[src/ftlb_pkg.sv]
// Shared types and constants for the FIFO translation buffer.
// Used by ftlb_match and fifo_tlb; no dependencies.
package ftlb_pkg;

    localparam int TLB_ENTRIES = 16;
    localparam int FRAME_COUNT = 4096;

    localparam int PID_W   = 16;
    localparam int PAGE_W  = 16;
    localparam int FRAME_W = 12;
    localparam int CTR_W   = 32;
    localparam int SIZE_W  = 5;
    localparam int IDX_W   = (TLB_ENTRIES > 1) ? $clog2(TLB_ENTRIES) : 1;
    localparam int CNT_W   = $clog2(TLB_ENTRIES + 1);

    // register indexes on the configuration port
    localparam logic REG_ENABLE = 1'b0;
    localparam logic REG_SIZE   = 1'b1;

    typedef enum logic [1:0] {
        OP_LOOKUP     = 2'd0,
        OP_INSERT     = 2'd1,
        OP_INVALIDATE = 2'd2
    } op_t;

    typedef struct packed {
        logic [PID_W-1:0]   pid;
        logic [PAGE_W-1:0]  page;
        logic [FRAME_W-1:0] frame;
    } entry_t;

    // search result: one-hot first match among valid slots
    typedef struct packed {
        logic                   hit;
        logic [TLB_ENTRIES-1:0] first;
        logic [FRAME_W-1:0]     frame;
    } match_t;

endpackage

[src/ftlb_match.sv]
// Associative search over all slots of the translation buffer.
// Depends on ftlb_pkg for entry and match types.
module ftlb_match (
    input  ftlb_pkg::entry_t                     entries [ftlb_pkg::TLB_ENTRIES],
    input  logic [ftlb_pkg::CNT_W-1:0]           count,
    input  logic [ftlb_pkg::PID_W-1:0]           pid,
    input  logic [ftlb_pkg::PAGE_W-1:0]          page,
    output ftlb_pkg::match_t                     result
);
    import ftlb_pkg::*;

    logic [TLB_ENTRIES-1:0] match_vec;
    logic [TLB_ENTRIES-1:0] first_vec;
    logic [FRAME_W-1:0]     frame_sel;

    always_comb begin
        for (int i = 0; i < TLB_ENTRIES; i++) begin
            match_vec[i] = (CNT_W'(i) < count) && (entries[i].pid == pid)
                           && (entries[i].page == page);
        end
    end

    // isolate lowest set bit: oldest matching slot
    assign first_vec = match_vec & (~match_vec + TLB_ENTRIES'(1));

    always_comb begin
        frame_sel = '0;
        for (int i = 0; i < TLB_ENTRIES; i++) begin
            frame_sel = frame_sel | (entries[i].frame & {FRAME_W{first_vec[i]}});
        end
    end

    assign result.hit   = |match_vec;
    assign result.first = first_vec;
    assign result.frame = frame_sel;

endmodule

[src/fifo_tlb.sv]
// Top level of the fully associative translation buffer with FIFO replacement.
// Depends on ftlb_pkg and ftlb_match.
//
// Usage:
//   Slave stream s_*: one operation per transfer; s_tuser carries the opcode
//   (lookup, insert, invalidate), s_tdata the process, page and frame.
//   Master stream m_*: one result per operation, in order: hit, frame,
//   evicted and removed flags, and the running hit and miss totals.
//   APB port: register 0 at 0x0 is the enable bit, register 1 at 0x4 the
//   size limit (0 acts as 1, above the slot count acts as the slot count).
//   The result passes from the input register to the result register and is
//   held there until it transfers. Throughput is one operation per cycle
//   while m_tready is high: every slot is compared and the list is compacted
//   combinationally between the input register and the result register.
//   Reset empties the buffer, clears both counters, disables it and sets the
//   size to 16; slot contents are not cleared. When m_tready is low the
//   result register holds, the input register fills, and s_tready drops.
//   Configuration must be written with no operation in flight; it is not enforced.
module fifo_tlb (
    input  logic        aclk,
    input  logic        aresetn,
    // slave stream
    input  logic        s_tvalid,
    output logic        s_tready,
    input  logic [47:0] s_tdata,   // process_id[15:0], page_number[31:16], frame_in[43:32]
    input  logic [1:0]  s_tuser,   // operation[1:0]
    // master stream
    output logic        m_tvalid,
    input  logic        m_tready,
    output logic [79:0] m_tdata,   // hit[0], frame_out[12:1], evicted[13], removed[14],
                                   // hit_total[46:15], miss_total[78:47]
    // APB configuration
    input  logic        psel,
    input  logic        penable,
    input  logic        pwrite,
    input  logic [2:0]  paddr,
    input  logic [31:0] pwdata,
    output logic [31:0] prdata,
    output logic        pready
);
    import ftlb_pkg::*;

    // configuration
    logic              enable_reg;
    logic [SIZE_W-1:0] size_reg;

    // input register
    logic               in_valid_reg;
    op_t                in_op_reg;
    logic [PID_W-1:0]   in_pid_reg;
    logic [PAGE_W-1:0]  in_page_reg;
    logic [FRAME_W-1:0] in_frame_reg;

    // buffer state
    entry_t            entry_reg  [TLB_ENTRIES];
    entry_t            entry_next [TLB_ENTRIES];
    logic [CNT_W-1:0]  count_reg, count_next;
    logic [CTR_W-1:0]  hits_reg, hits_next;
    logic [CTR_W-1:0]  misses_reg, misses_next;

    // result register
    logic               m_valid_reg;
    logic               hit_reg, hit_next;
    logic [FRAME_W-1:0] frame_reg, frame_next;
    logic               evicted_reg, evicted_next;
    logic               removed_reg, removed_next;

    match_t             srch;
    logic               advance;
    logic [CNT_W-1:0]   eff_size;
    logic               do_shift, do_append;
    logic [TLB_ENTRIES-1:0] shift_mask;
    logic [IDX_W-1:0]   wr_idx;
    logic [CNT_W-1:0]   cnt_dec;
    logic               frame_ok;

    assign advance  = in_valid_reg && (!m_valid_reg || m_tready);
    assign s_tready = !in_valid_reg || advance;

    assign pready = 1'b1;

    always_comb begin
        unique case (paddr[2])
            REG_ENABLE: prdata = {31'd0, enable_reg};
            REG_SIZE:   prdata = {{(32 - SIZE_W){1'b0}}, size_reg};
            default:    prdata = '0;
        endcase
    end

    always_ff @(posedge aclk) begin
        if (!aresetn) begin
            enable_reg <= 1'b0;
            size_reg   <= SIZE_W'(16);
        end else if (psel && penable && pwrite && pready) begin
            unique case (paddr[2])
                REG_ENABLE: enable_reg <= pwdata[0];
                REG_SIZE:   size_reg   <= pwdata[SIZE_W-1:0];
                default:    ;
            endcase
        end
    end

    ftlb_match u_match (
        .entries (entry_reg),
        .count   (count_reg),
        .pid     (in_pid_reg),
        .page    (in_page_reg),
        .result  (srch)
    );

    always_comb begin
        if (size_reg == '0)
            eff_size = CNT_W'(1);
        else if (32'(size_reg) > TLB_ENTRIES)
            eff_size = CNT_W'(TLB_ENTRIES);
        else
            eff_size = CNT_W'(size_reg);
    end

    assign frame_ok = 32'(in_frame_reg) < FRAME_COUNT;
    assign cnt_dec  = count_reg - CNT_W'(1);

    always_comb begin
        hit_next     = 1'b0;
        frame_next   = '0;
        evicted_next = 1'b0;
        removed_next = 1'b0;
        hits_next    = hits_reg;
        misses_next  = misses_reg;
        count_next   = count_reg;
        do_shift     = 1'b0;
        do_append    = 1'b0;
        shift_mask   = '0;
        wr_idx       = count_reg[IDX_W-1:0];

        unique case (in_op_reg)
            OP_LOOKUP: begin
                if (enable_reg) begin
                    if (srch.hit) begin
                        hit_next   = 1'b1;
                        frame_next = srch.frame;
                        hits_next  = hits_reg + CTR_W'(1);
                    end else begin
                        misses_next = misses_reg + CTR_W'(1);
                    end
                end
            end
            OP_INSERT: begin
                if (enable_reg && frame_ok) begin
                    do_append = 1'b1;
                    if (count_reg >= eff_size) begin
                        // drop oldest, shift all down, append at the old top
                        evicted_next = 1'b1;
                        do_shift     = 1'b1;
                        shift_mask   = '1;
                        wr_idx       = cnt_dec[IDX_W-1:0];
                    end else begin
                        count_next = count_reg + CNT_W'(1);
                    end
                end
            end
            OP_INVALIDATE: begin
                if (srch.hit) begin
                    removed_next = 1'b1;
                    do_shift     = 1'b1;
                    // slots at and above the match move down
                    shift_mask   = ~(srch.first - TLB_ENTRIES'(1));
                    count_next   = cnt_dec;
                end
            end
            default: ;
        endcase
    end

    always_comb begin
        for (int i = 0; i < TLB_ENTRIES; i++) begin
            entry_next[i] = entry_reg[i];
            if (do_shift && shift_mask[i] && (i < TLB_ENTRIES - 1))
                entry_next[i] = entry_reg[(i + 1) % TLB_ENTRIES];
            if (do_append && (wr_idx == IDX_W'(i))) begin
                entry_next[i].pid   = in_pid_reg;
                entry_next[i].page  = in_page_reg;
                entry_next[i].frame = in_frame_reg;
            end
        end
    end

    // slot contents carry no reset; only slots below the count are searched
    always_ff @(posedge aclk) begin
        if (advance) begin
            for (int i = 0; i < TLB_ENTRIES; i++) begin
                entry_reg[i] <= entry_next[i];
            end
        end
    end

    always_ff @(posedge aclk) begin
        if (!aresetn) begin
            in_valid_reg <= 1'b0;
            m_valid_reg  <= 1'b0;
            count_reg    <= '0;
            hits_reg     <= '0;
            misses_reg   <= '0;
        end else begin
            if (s_tready)
                in_valid_reg <= s_tvalid;
            if (advance) begin
                m_valid_reg <= 1'b1;
                count_reg   <= count_next;
                hits_reg    <= hits_next;
                misses_reg  <= misses_next;
            end else if (m_tready) begin
                m_valid_reg <= 1'b0;
            end
        end
    end

    always_ff @(posedge aclk) begin
        if (s_tready && s_tvalid) begin
            in_op_reg    <= op_t'(s_tuser);
            in_pid_reg   <= s_tdata[15:0];
            in_page_reg  <= s_tdata[31:16];
            in_frame_reg <= s_tdata[43:32];
        end
        if (advance) begin
            hit_reg     <= hit_next;
            frame_reg   <= frame_next;
            evicted_reg <= evicted_next;
            removed_reg <= removed_next;
        end
    end

    assign m_tvalid = m_valid_reg;
    assign m_tdata  = {1'b0, misses_reg, hits_reg, removed_reg, evicted_reg,
                       frame_reg, hit_reg};

endmodule
[config.mk]
export PLATFORM = sky130hd
export DESIGN_NAME = fifo_tlb
export DESIGN_NICKNAME = d
export VERILOG_FILES = /design/src/ftlb_pkg.sv /design/src/ftlb_match.sv /design/src/fifo_tlb.sv
export SDC_FILE = /design/constraint.sdc
export NUM_CORES = 2
export LEC_CHECK = 0
export BUFFER_PORTS_ARGS = -buffer_cell sky130_fd_sc_hd__buf_2
export CAP_MARGIN = 20
export CORE_AREA = 2 2 287 289
export CTS_BUF_LIST = sky130_fd_sc_hd__clkbuf_16
export DETAILED_ROUTE_END_ITERATION = 10
export DIE_AREA = 0 0 289 291
export PLACE_DENSITY = 0.72
export SYNTH_ARGS = -nofsm -noshare
export SYNTH_HDL_FRONTEND = slang
export SYNTH_SLANG_ARGS = --single-unit
[constraint.sdc]
create_clock -name aclk -period 16.79 [get_ports aclk]
set_clock_uncertainty 0.05 [all_clocks]
set_input_delay 3.358 -clock aclk [delete_from_list [all_inputs] [get_ports aclk]]
set_output_delay 3.358 -clock aclk [all_outputs]
set_load 0.005 [all_outputs]
Yosys cells after proc, flatten, opt, wreduce, memory -nomap -nowiden
Cells that the tools add are included.

word-level totals
  output and inout bits = 115
  bits in registers = 842

operators by class
  reductions and logical operators = 115
  $lt $le $gt $ge = 18
  muxes and demuxes = 52
  add/subtract/negate cells = 6
  equality and inequality tests = 52
  bitwise logic cells = 36

operators with widths
  kind                     count
  $mux W44                 30
  $eq A16 B16 Y1           32
  $and A12 B12 Y12         16
  $or A12 B12 Y12          15
  $logic_and A1 B1 Y1      67
  $add A32 B1 Y32 const B  2
  $pmux W32 S2             1
  $mux W15                 3
  $lt A4 B5 Y1 const A     8
  $reduce_and A2 Y1        19
  $reduce_bool A2 Y1       17
  $eq A4 B4 Y1 const B     8
  $pmux W15 S2             1
  $mux W5                  5
  $lt A3 B5 Y1 const A     4
  $add A16 B1 Y16 const B  1
  $and A16 B16 Y16         1
  $eq A4 B3 Y1 const B     4
  $not A16 Y16             1
  $reduce_or A16 Y1        1
  $not A15 Y15             1
  $sub A15 B1 Y15 const B  1
  $mux W4                  3
  $lt A1 B5 Y1 const A     2
  22 further kinds         36

Longest topological paths before layout
  depth after elaboration = 22
  mapped depth = 16
  gate-level depth less buffers = 14

By module
Synthesis repeated with hierarchy kept, for this count alone.

second synthesis, totals
  cells, all modules = 3,340
  area total of the unflattened synthesis = 45,411.1 um^2

modules (own cells, without submodules)
  module      area an instance (um^2)  cells each  instances  seq. area each (um^2)
  fifo_tlb    36,861.6                 2,165       1          24,513.5
  ftlb_match  8,549.4                  1,175       1          0.0

Worst setup path before layout
OpenSTA, ideal clock, no wires.

  kind = input to register
  start = input port m_tready
  end = register entry_reg[220] (netlist bit), enable pin
  buffers on the path = 1
  library setup time = 0.507 ns
  stages = 6
  data arrival time = 7.639 ns
  setup slack = 8.594 ns
  path through = nor2b_1 nand2b_1 inv_1 clkbuf_1 o21ai_0 o21ai_0

between the ends
  longest elaborated chain between the ends = 3

ends and longest elaborated chain
  what                                RTL line         RTL
  start: declaration                  fifo_tlb.sv:29   input logic m_tready,
  $logic_or A1 B1 Y1                  fifo_tlb.sv:77   assign advance = in_valid_reg && (!m_valid_reg || m_tready);
  $logic_and A1 B1 Y1                 fifo_tlb.sv:77
  via advance                         fifo_tlb.sv:69   logic advance;
  $reduce_and A2 Y1 (no source line)  -
  end signal: indexed assignment      fifo_tlb.sv:192  entry_reg[i] <= entry_next[i];
  end: declaration                    fifo_tlb.sv:55   entry_t entry_reg [TLB_ENTRIES];

The timed path passes the listed nets, and every way through them passes these cells.
A chain may end at the register's enable or synchronous reset.

Worst setup path after layout
  start = input port paddr[2]
  end = output port prdata[0]

between the ends
  longest elaborated chain between the ends = 2

ends and longest elaborated chain
  what                         RTL line        RTL
  start: declaration           fifo_tlb.sv:36  input logic [2:0] paddr,
  $not A1 Y1 (no source line)  -
  $pmux W32 S2 (*)             fifo_tlb.sv:83  unique case (paddr[2])
  end: declaration             fifo_tlb.sv:38  output logic [31:0] prdata,

Mark *: on every way between the ends. The rest lies on a longest branch, timed or not. The select of a mux whose other input is x is not followed.

==> impl_metrics.json <==
{
  "status": "complete, no violations",
  "crit_arrival_ns": 3.96,
  "drive_gt1_frac": 0.296,
  "fin_setup_tns_ns": 0,
  "leakagePower_nw": 16.5,
  "path_cells": "buf_2 > mux2_2 > buf_2",
  "worstSetupPathType": "primary input to primary output",
  "setup_viol_count_final": 0,
  "wl_met1_um": 45900,
  "worst_path_most_repeated_cell": "buf_2",
  "cts_setup_buffers": 0,
  "path_clk_slew_ns": 0.06,
  "yosysTopAreaCellShare": 0.520,
  "rsz0062_at_grt": "false",
  "cts.path.max_buffers": 3,
  "stdcell_count": 4587,
  "routedWlPerCell_um": 25.0,
  "vdd_drop_max_mv": 0.0960,
  "rows": 105,
  "final-seq-area_mm2": 0.0245,
  "die_width_um": 289,
  "largest_register_ffs": 704,
  "grt_pass1_vias": 28500,
  "clock_latency_ns": 0.67,
  "critPathSlowestCell": "mux2_2",
  "grt_max_degree": 71,
  "startpoint_type": "primary input",
  "finalWeightedCongestion": 0.959,
  "antenna_cells": 0,
  "syn_avg_cell_area_um2": 13.0,
  "synth_edf_count": 765,
  "seq_power_share": 0.517,
  "path_delay_family": "multiplexers",
  "ys_ff_latch": 842,
  "coreArea_mm2": 0.0812,
  "tightest_slew_ns": 1.16,
  "grtUsageTotal": 0.271,
  "final_hold_viol_count": 0,
  "synth_flop_cell": "edfxtp_1",
  "cts_tree": "yes",
  "antenna_found_initial": 1,
  "yosysTopAreaCell": "edfxtp_1",
  "p_clk_frac": 0.444,
  "power.switching_uw": 978,
  "routed_wl_um": 115000,
  "detail-route-antenna-nets": 0,
  "critPathBufInv": 2,
  "post_cts_resized": 0,
  "dieArea_mm2": 0.0841,
  "finalNetCount": 3544,
  "fillers": 6263,
  "synth_area_leaders": "edfxtp_1, mux2_2, xor2_1",
  "p_comb_frac": 0.038,
  "worstSetupEndpointType": "primary output",
  "area_delta_synth_final_pct": 10.1,
  "htree_levels": 3,
  "wl_met2_um": 56100,
  "ys_warn_count": 0,
  "viasPerCell": 6.14,
  "ios": 207,
  "clock.fmax_ghz": 0.136,
  "multiInputGateArea_mm2": 0.0183,
  "clock_sinks": 842,
  "overflow": 0,
  "hpwl_um": 81700,
  "sw_frac_of_total": 0.222,
  "power.density_mw_per_mm2": 90.6,
  "dr.pass1.iters": 5,
  "min_path_type": "flip-flop to flip-flop",
  "slowest_delay_ns": 0.34,
  "ys_seq_area_frac": 0.555,
  "grt_pass1_wl_um": 173000,
  "synth_cell_type_count": 70,
  "fin_crit_ns": 7.37,
  "fin_crit_sh": 0.439,
  "numCtsBuffers": 91,
  "synthArstFlopShare": 0,
  "cts_hold_buf": 0,
  "portBuffers": 144,
  "cts_root_buf": "clkbuf_16",
  "placed_cells": 4411,
  "power_mw": 4.41,
  "synth_cells": 3403,
  "die_h_um": 291,
  "maxSlewViolCount": 0,
  "drc": 0,
  "fin_hold_ws_ns": 0.440,
  "maxCapViolCount": 0,
  "start_util": 0.544,
  "syn-cell-area_mm2": 0.0442,
  "drtIter0Drc": 2435,
  "top_layer_used": "met5",
  "place_ws_ns": 8.41,
  "num_vias": 28200,
  "p_int_mw": 3.43,
  "maxSlewHeadroom": 0.227,
  "required_ns": 13.38,
  "wl_met3_um": 7550,
  "critPathMaxFanout": 8,
  "layout_setup_ws_ns": 9.42
}
## cells in the mapped netlist (13+ instances only)
cell        n
nor3_1     50
buf_4      55
inv_1      32
mux2_2    629
and4_1     25
nor2_1    102
buf_1      17
dfxtp_1    77
and3_1     31
or3_1      34
buf_6      13
o21ai_0    35
nand3_1    89
a21oi_1    57
nand2_1   187
buf_2      62
clkbuf_1  168
xor2_1    305
nor4_1     95
a22o_1     21
edfxtp_1  765
nand4_1    95
xnor2_1   229
ha_1       13
## metrics by stage
step,area (um2),util
floorplan,44300,-
global placement,45600,0.562
detailed placement,45600,0.562
CTS,48500,0.598
global route,48600,0.599
finish,48600,0.599
## logic make-up after synthesis
group                    Yosys count  synth area share
AO/OA/AOI/OAI                    258            0.0428
XOR/XNOR                         534             0.106
adder cells (fa/ha/maj)           13           0.00368
buffers and inverters            351            0.0384
flip-flops                       842             0.555
multiplexers                     640             0.163
other                              2          0.000170
AND/OR/NAND/NOR                  763            0.0916
## worst min-delay path: cells and delay by family (launching register included)
kind	cells	cell delay, ns
simple gates	1	0.06
flops	1	0.33
compound gates	1	0.05
## power groups by stage
stage	clock (mW)	combinational (mW)	sequential (mW)
3_3_place_gp	0	0.163	2.32
6_report	1.96	0.170	2.28
4_1_cts	1.99	0.167	2.28
2_1_floorplan	0	0.123	2.31
5_1_grt	2.07	0.181	2.28
3_5_place_dp	0	0.166	2.32
## placed cells by master, fill, tap and decap left out, types with 52 or more instances in the layout
cell type,netlist,routed
mux2_2,629,629
dfxtp_1,77,77
xor2_1,305,305
edfxtp_1,765,765
nand4_1,95,95
buf_4,55,82
nor2_1,102,96
nand2_1,187,187
a21oi_1,57,52
xnor2_1,229,229
clkbuf_16,0,92
buf_2,62,144
nor4_1,95,94
nand3_1,89,89
## metal layers
| layer | vias to the layer above | GRT usage |
|---|---|---|
| met4 | 2 | 0.114 |
| li1 | 12700 | - |
| met2 | 1160 | 0.452 |
| met1 | 14100 | 0.351 |
| met3 | 261 | 0.0415 |
| met5 | - | 0 |
## path summary, 6_finish.rpt
kind	from	end	slack (ns)	depth (start not counted)
max reg2reg	in_page_reg[8]	entry_reg[418]	10.44	12
min	misses_reg[30]	misses_reg[30]	0.44	2
min reg2reg	misses_reg[30]	misses_reg[30]	0.44	2
max	paddr[2]	prdata[0]	9.42	3
## cell type report
class                           count  share of cell area
Sequential cell                   842               0.504
Multi-Input combinational cell   2237               0.376
Clock buffer                       92              0.0473
Timing Repair Buffer              231              0.0296
Tap cell                         1070              0.0275
Clock inverter                     79              0.0125
Inverter                           36             0.00278
Power figures use the tool's default switching activity.
